===== config.mk =====
export PLATFORM = sky130hd
export DESIGN_NAME = ugbp_ctrl
export DESIGN_NICKNAME = d
export VERILOG_FILES = /design/src/design/ugbp_pkg.sv /design/src/design/ugbp_ctrl.sv
export SDC_FILE = /design/constraint.sdc
export NUM_CORES = 1
export LEC_CHECK = 0
export BUFFER_PORTS_ARGS = -buffer_cell sky130_fd_sc_hd__buf_2
export CORE_MARGIN = 2
export CORE_UTILIZATION = 49
export CTS_BUF_LIST = sky130_fd_sc_hd__clkbuf_8
export DETAILED_ROUTE_END_ITERATION = 6
export PLACE_DENSITY = 0.78
export SLEW_MARGIN = 25
export SYNTH_ARGS = -nofsm -noshare
export SYNTH_HDL_FRONTEND = slang
export SYNTH_SLANG_ARGS = --single-unit

===== constraint.sdc =====
create_clock -name clk_i -period 2.3 [get_ports clk_i]
set_input_delay 0.69 -clock clk_i [delete_from_list [all_inputs] [get_ports clk_i]]
set_output_delay 0.69 -clock clk_i [all_outputs]
set_load 0.005 [all_outputs]

===== src/design/ugbp_pkg.sv =====
// Shared types and constants of the uniform grid broad phase.
package ugbp_pkg;

  localparam int unsigned MAX_CELLS_DEF = 256;
  localparam int unsigned SLOTS_DEF     = 8;
  localparam int unsigned ID_BITS_DEF   = 6;

  localparam int unsigned CFG_IDX_W = 3;
  localparam int unsigned CFG_W     = 16;
  localparam int unsigned DIV_W     = 16;
  localparam logic [6:0]  MAX_OBJ   = 7'd64;

  localparam logic signed [15:0] WL_RST = 16'sd0;
  localparam logic signed [15:0] WT_RST = 16'sd0;
  localparam logic [14:0]        WW_RST = 15'd4096;
  localparam logic [14:0]        WH_RST = 15'd4096;
  localparam logic [14:0]        CS_RST = 15'd256;

  typedef enum logic [CFG_IDX_W-1:0] {
    CFG_WORLD_LEFT   = 3'd0,
    CFG_WORLD_TOP    = 3'd1,
    CFG_WORLD_WIDTH  = 3'd2,
    CFG_WORLD_HEIGHT = 3'd3,
    CFG_CELL_SIZE    = 3'd4
  } cfg_e;

  typedef enum logic [1:0] {
    CMD_INSERT   = 2'd0,
    CMD_DELETE   = 2'd1,
    CMD_RETRIEVE = 2'd2,
    CMD_CLEAR    = 2'd3
  } cmd_e;

  typedef enum logic [2:0] {
    ST_OK      = 3'd0,
    ST_DUP     = 3'd1,
    ST_OUTSIDE = 3'd2,
    ST_FULL    = 3'd3,
    ST_BIG     = 3'd4
  } status_e;

  typedef enum logic [1:0] {
    CNT_HOLD = 2'd0,
    CNT_INC  = 2'd1,
    CNT_DEC  = 2'd2,
    CNT_CLR  = 2'd3
  } cnt_e;

  typedef struct packed {
    logic    latch;
    logic    clr_step;
    logic    div_start;
    logic    div_store;
    logic    prod_ld;
    logic    walk_init;
    logic    rd;
    logic    wr;
    logic    wr_id;
    logic    slot_next;
    logic    slot_clr;
    logic    cell_next;
    logic    seen_set;
    logic    bit_next;
    logic    full_set;
    logic    emit;
    logic    emit_id;
    status_e emit_st;
    cnt_e    cnt_op;
  } dp_cmd_t;

  typedef struct packed {
    cmd_e cmd;
    logic clr_done;
    logic div_done;
    logic div_rows;
    logic div_last;
    logic grid_bad;
    logic outside;
    logic slot_last;
    logic cell_last;
    logic rd_valid;
    logic rd_match;
    logic full;
    logic seen_empty;
    logic bit_set;
    logic bit_is_last;
    logic out_free;
  } dp_sts_t;

endpackage


===== src/design/ugbp_ctrl.sv =====
// Command sequencer for the broad phase.
module ugbp_ctrl import ugbp_pkg::*; (
  input  logic    clk_i,
  input  logic    rst_ni,
  input  logic    in_valid_i,
  output logic    in_stall_o,
  output dp_cmd_t cmd_o,
  input  dp_sts_t sts_i
);

  typedef enum logic [17:0] {
    S_INIT     = 18'h00001,
    S_IDLE     = 18'h00002,
    S_CLR      = 18'h00004,
    S_DIV_GO   = 18'h00008,
    S_DIV_WAIT = 18'h00010,
    S_MUL      = 18'h00020,
    S_CHK      = 18'h00040,
    S_BASE     = 18'h00080,
    S_DUP_RD   = 18'h00100,
    S_DUP_CHK  = 18'h00200,
    S_INS_RD   = 18'h00400,
    S_INS_CHK  = 18'h00800,
    S_DEL_RD   = 18'h01000,
    S_DEL_CHK  = 18'h02000,
    S_RET_RD   = 18'h04000,
    S_RET_CHK  = 18'h08000,
    S_SCAN     = 18'h10000,
    S_FIN      = 18'h20000
  } state_e;

  state_e state_q, state_d;

  always_ff @(posedge clk_i or negedge rst_ni) begin
    if (!rst_ni) begin
      state_q <= S_INIT;
    end else begin
      state_q <= state_d;
    end
  end

  always_comb begin
    state_d    = state_q;
    cmd_o      = '0;
    in_stall_o = 1'b1;
    case (state_q)
      S_INIT: begin
        cmd_o.clr_step = 1'b1;
        if (sts_i.clr_done) state_d = S_IDLE;
      end
      S_IDLE: begin
        in_stall_o = 1'b0;
        if (in_valid_i) begin
          cmd_o.latch = 1'b1;
          state_d     = S_DIV_GO;
        end
      end
      S_CLR: begin
        cmd_o.clr_step = 1'b1;
        if (sts_i.clr_done) state_d = S_FIN;
      end
      S_DIV_GO: begin
        if (sts_i.cmd == CMD_CLEAR) begin
          state_d = S_CLR;
        end else begin
          cmd_o.div_start = 1'b1;
          state_d         = S_DIV_WAIT;
        end
      end
      S_DIV_WAIT: begin
        if (sts_i.div_done) begin
          cmd_o.div_store = 1'b1;
          if (sts_i.div_rows) state_d = S_MUL;
          else if (sts_i.div_last) state_d = S_BASE;
          else state_d = S_DIV_GO;
        end
      end
      S_MUL: begin
        cmd_o.prod_ld = 1'b1;
        state_d       = S_CHK;
      end
      S_CHK: begin
        if (sts_i.grid_bad || sts_i.outside) begin
          if (sts_i.out_free) begin
            cmd_o.emit    = 1'b1;
            cmd_o.emit_st = sts_i.grid_bad ? ST_BIG : ST_OUTSIDE;
            state_d       = S_IDLE;
          end
        end else begin
          state_d = S_DIV_GO;
        end
      end
      S_BASE: begin
        cmd_o.walk_init = 1'b1;
        case (sts_i.cmd)
          CMD_INSERT: state_d = S_DUP_RD;
          CMD_DELETE: state_d = S_DEL_RD;
          default:    state_d = S_RET_RD;
        endcase
      end
      S_DUP_RD: begin
        cmd_o.rd = 1'b1;
        state_d  = S_DUP_CHK;
      end
      S_DUP_CHK: begin
        if (sts_i.rd_match) begin
          if (sts_i.out_free) begin
            cmd_o.emit    = 1'b1;
            cmd_o.emit_st = ST_DUP;
            state_d       = S_IDLE;
          end
        end else if (sts_i.slot_last) begin
          cmd_o.slot_clr = 1'b1;
          state_d        = S_INS_RD;
        end else begin
          cmd_o.slot_next = 1'b1;
          state_d         = S_DUP_RD;
        end
      end
      S_INS_RD: begin
        cmd_o.rd = 1'b1;
        state_d  = S_INS_CHK;
      end
      S_INS_CHK: begin
        if (!sts_i.rd_valid || sts_i.slot_last) begin
          if (!sts_i.rd_valid) begin
            cmd_o.wr    = 1'b1;
            cmd_o.wr_id = 1'b1;
          end else begin
            cmd_o.full_set = 1'b1;
          end
          if (sts_i.cell_last) begin
            state_d = S_FIN;
          end else begin
            cmd_o.cell_next = 1'b1;
            state_d         = S_INS_RD;
          end
        end else begin
          cmd_o.slot_next = 1'b1;
          state_d         = S_INS_RD;
        end
      end
      S_DEL_RD: begin
        cmd_o.rd = 1'b1;
        state_d  = S_DEL_CHK;
      end
      S_DEL_CHK: begin
        cmd_o.wr = sts_i.rd_match;
        if (!sts_i.slot_last) begin
          cmd_o.slot_next = 1'b1;
          state_d         = S_DEL_RD;
        end else if (sts_i.cell_last) begin
          state_d = S_FIN;
        end else begin
          cmd_o.cell_next = 1'b1;
          state_d         = S_DEL_RD;
        end
      end
      S_RET_RD: begin
        cmd_o.rd = 1'b1;
        state_d  = S_RET_CHK;
      end
      S_RET_CHK: begin
        cmd_o.seen_set = 1'b1;
        if (!sts_i.slot_last) begin
          cmd_o.slot_next = 1'b1;
          state_d         = S_RET_RD;
        end else if (sts_i.cell_last) begin
          state_d = S_SCAN;
        end else begin
          cmd_o.cell_next = 1'b1;
          state_d         = S_RET_RD;
        end
      end
      S_SCAN: begin
        if (sts_i.seen_empty) begin
          if (sts_i.out_free) begin
            cmd_o.emit = 1'b1;
            state_d    = S_IDLE;
          end
        end else if (sts_i.bit_set) begin
          if (sts_i.out_free) begin
            cmd_o.emit    = 1'b1;
            cmd_o.emit_id = 1'b1;
            if (sts_i.bit_is_last) state_d = S_IDLE;
            else cmd_o.bit_next = 1'b1;
          end
        end else begin
          cmd_o.bit_next = 1'b1;
        end
      end
      S_FIN: begin
        if (sts_i.out_free) begin
          cmd_o.emit = 1'b1;
          state_d    = S_IDLE;
          case (sts_i.cmd)
            CMD_INSERT: begin
              cmd_o.cnt_op  = CNT_INC;
              cmd_o.emit_st = sts_i.full ? ST_FULL : ST_OK;
            end
            CMD_DELETE: cmd_o.cnt_op = CNT_DEC;
            CMD_CLEAR:  cmd_o.cnt_op = CNT_CLR;
            default:    cmd_o.cnt_op = CNT_HOLD;
          endcase
        end
      end
      default: state_d = S_IDLE;
    endcase
  end

endmodule


==> metrics.sh <==
STATUS='finished, violations left'
FAILED_CHECKS='design-rule violations, negative setup slack'
CP_MAX_FO=4
GR-TOTAL-OVERFLOW=0
SYNTH_ASYNC_SR_FLOP_SHARE_PCT=100
CLOCKBUFFERDEPTH=2
DRTANTENNAVIOLNETS=0
TOTAL_LEAKAGE_POWER_uW=0.00143
GRT_ANTENNA_BEFORE_REPAIR=0
DRT_INITIAL_VIOLATIONS=446
BIGGESTREGSBYFLOPS='state_q (18)'
WL_PER_CELL_UM=27.3
NETS=333
FIN_SETUP_TNS_NS=-23.64
TOP_REGISTER='state_q'
HOLD_BUFFERS=0
FILLER_CELL_COUNT=101
TIMING.HOLD.WORST.CLASS='in2async'
GRT_SETUP_UNREPAIRED='yes'
FLOORPLAN.DIE_AREA_UM2=3650
DRC=27
VIAS_PER_CELL=7.24
WORSTSETUPSTARTPOINTTYPE='register'
TIMING_MAX_TRANSITION_VIOLATIONS_FINAL=0
MET3WIRELENGTH_UM=1440
SYN_AREA_UM2=1560
LARGEST_REG_FLOPS=18
YOSYSUNIQUECELLTYPES=46
NUMBER_OF_GLOBAL_ROUTE_VIAS_BEFORE_REPAIR=2208
HPWL_UM=3840
SYNTH-EDFF-COUNT=0
FMAXACHIEVABLE_MHz=290
IO_BUFFERS=42
MOST_COMMON_CELL_AFTER_LAYOUT_FILL_AND_TAPS_ASIDE='buf_4'
DIE_HEIGHT_UM=60.4
SYN_AVG_CELL_AREA_UM2=8.34
PRECTSSETUPSLACK_NS=-0.234
DIODES=0
YOSYSTOPAREACELL='dfrtp_1'
PWR_DENSITY_CELL_nW_PER_UM2=723
COMMONEST_CELLS_AFTER_ROUTING_FILL_AND_TAPS_ASIDE='buf_4, buf_2, buf_6'
GROUTE.USAGE.OVERALL_PCT=42.9
CHIPWIDTH_UM=60.4
WORST_SETUP_HOLD_PATH_CLK_SLEW_NS=0.09
YOSYS_WARNINGS=0
TRITONCTS.NUM_BUFFERS=3
FINAL_CELL_COUNT_WITHOUT_FILLERS=352
CP.ARRIVAL_NS=2.75
TIMING.FINAL.WS_SETUP_NS=-1.14
MAX_CAP_VIOL_COUNT=0
LAYOUT_CELL_SHARE_WITH_DRIVE_STRENGTH_BEYOND_1_PCT=59.7
LAYOUT_WORST_PATH_CYCLE_SHARE_PCT=150
GRT_PASS1_WL_UM=11200
HTREEDEPTH=1
WL_MET1_UM=3110
TRITONCTS='built'
FINAL-HOLD-VIOLATION-COUNT=0
TRITONCTS_NUM_SINKS=18
SYNTHFLOPTYPE='dfrtp_1'
WORST_EP_REQUIRED_TIME_NS=1.61
ROUTED_WL_UM=9610
CLOCKROOTBUFFER='clkbuf_8'
AREA.GROWTH.SYNTH_TO_FINAL_PCT=80.5
IOPINCOUNT=43
HOLD_WS_NS=0.343
ELEMENT_TYPE_AT_THE_CRITICAL_PATH_END='output pin'
SYNTH.TOP_CELL.AREA_SHARE_PCT=27.3
HIGHEST_LAYER='met4'
POWER.TOTAL_uW=2040
ROUTE.VIAS.TOTAL=2548
YS_SEQ_AREA_SHARE_PCT=29.0
INITIAL_CORE_UTIL_PCT=51.5
FIRST_PASS_ITERS=7
CLOCK_LATENCY_NS=0.28
TIGHTESTPINTRANSITION_NS=0.675
MAXIMUM_NUMBER_OF_PINS_ON_ONE_NET_BEFORE_GLOBAL_ROUTE_REPAIR=19
CORE_UM2=3030
MET2_WIRELENGTH_UM=3990
SYNTH_TOP_CELLS_BY_AREA='dfrtp_1, nor2_1, nor4_4'
PLACE.GP.CONGESTION=0.934
PEAKVDDDROP_mV=0.552
POSTSYNTHNETCOUNT=211
SLEW_HEADROOM_PCT=54.9
CRITICAL_PATH_CLASS='reg2out'
POST-ROUTE-MIN-PERIOD_NS=3.44
FIN_WORST_SKEW_NS=0.0125
SYNTH-SEQ-CELLS=18
DPL.CELL_COUNT=322
SYNTH_CELLS=187
CORE.ROWCOUNT=20
FINISH_STAGE_SETUP_VIOLS=39
## layout make-up
type / count / area, um^2 / area share (%)
flip-flops and latches: 18 / 454 / 16.1
clock buffers: 4 / 55.1 / 1.96
inverters: 10 / 37.5 / 1.33
well taps: 44 / 55.1 / 1.96
multi-input cells: 155 / 1320 / 46.9
repair buffers: 121 / 892 / 31.7
## final timing paths
kind | cells after the start | to | start | slack, ns
max in group asynchronous | 1 | state_q[10] | rst_ni | 1.61
setup reg to reg | 10 | state_q[7] | state_q[1] | -0.79
setup / recovery | 8 | cmd_o[15] | state_q[1] | -1.14
min in group clk_i | 2 | state_q[0] | state_q[0] | 0.66
hold / removal | 1 | state_q[3] | rst_ni | 0.34
hold reg to reg | 2 | state_q[0] | state_q[0] | 0.66
## worst max-delay path, stage by stage (launching register included)
cell and delay (ns):
dfrtp_1 0.46, nor4_4 0.48, buf_4 0.23, nand4_1 0.20, nor3b_1 0.64, buf_4 0.24
a211oi_2 0.05, inv_1 0.07, buf_2 0.10
## what timing repair did
| item | 4_1_cts | 5_1_grt |
|---|---|---|
| endpoints found under the hold margin | 0 | 0 |
| gates resized for setup | 46 | 34 |
| setup endpoints to repair | 30 | 32 |
| pin swaps | 21 | 14 |
| setup buffers | 20 | 8 |
## report_power, final
part           switching, uW  leakage (uW)  internal (uW)
sequential              33.1      0.000241            340
clock                    141     0.0000288            153
combinational            734       0.00116            633
## logic make-up after synthesis
kind of cell    after synthesis  synth area share [%]
xor+xnor                      5                  2.81
simple gates                101                  40.0
flops                        18                  29.0
compound gates               45                  20.5
fa+ha+maj                     4                  3.21
buf+inv                      14                  4.41
## cells in the mapped netlist, types with 2 or more instances
| master | n |
|---|---|
| ha_1 | 4 |
| nor2_1 | 25 |
| o21a_1 | 3 |
| nor3b_1 | 7 |
| inv_1 | 10 |
| or3_1 | 2 |
| or4_1 | 2 |
| a21o_1 | 6 |
| o21ai_0 | 11 |
| dfrtp_1 | 17 |
| nor3_1 | 6 |
| o21ai_1 | 2 |
| nand4_1 | 7 |
| nor4_4 | 4 |
| and2_1 | 2 |
| xor2_1 | 5 |
| a22o_1 | 2 |
| nor2b_1 | 3 |
| nand3_1 | 2 |
| buf_6 | 2 |
| a21oi_1 | 8 |
| nor4_1 | 5 |
| nand2_1 | 16 |
| nor4b_1 | 2 |
| nand2b_1 | 6 |
| and3_1 | 8 |
## per-stage QoR
stage	util, %	area, um^2
finish	92.9	2810
global route	92.9	2810
CTS	86.4	2620
detailed placement	73.3	2220
global placement	73.3	2220
floorplan	-	1600
## metal layers
metal	GRT usage, %	up-vias
met1	52.9	1149
met2	68.2	322
met3	11.3	136
met4	23.8	0
met5	0	-
li1	-	941
No activity file was read; power rests on OpenSTA's default activity.
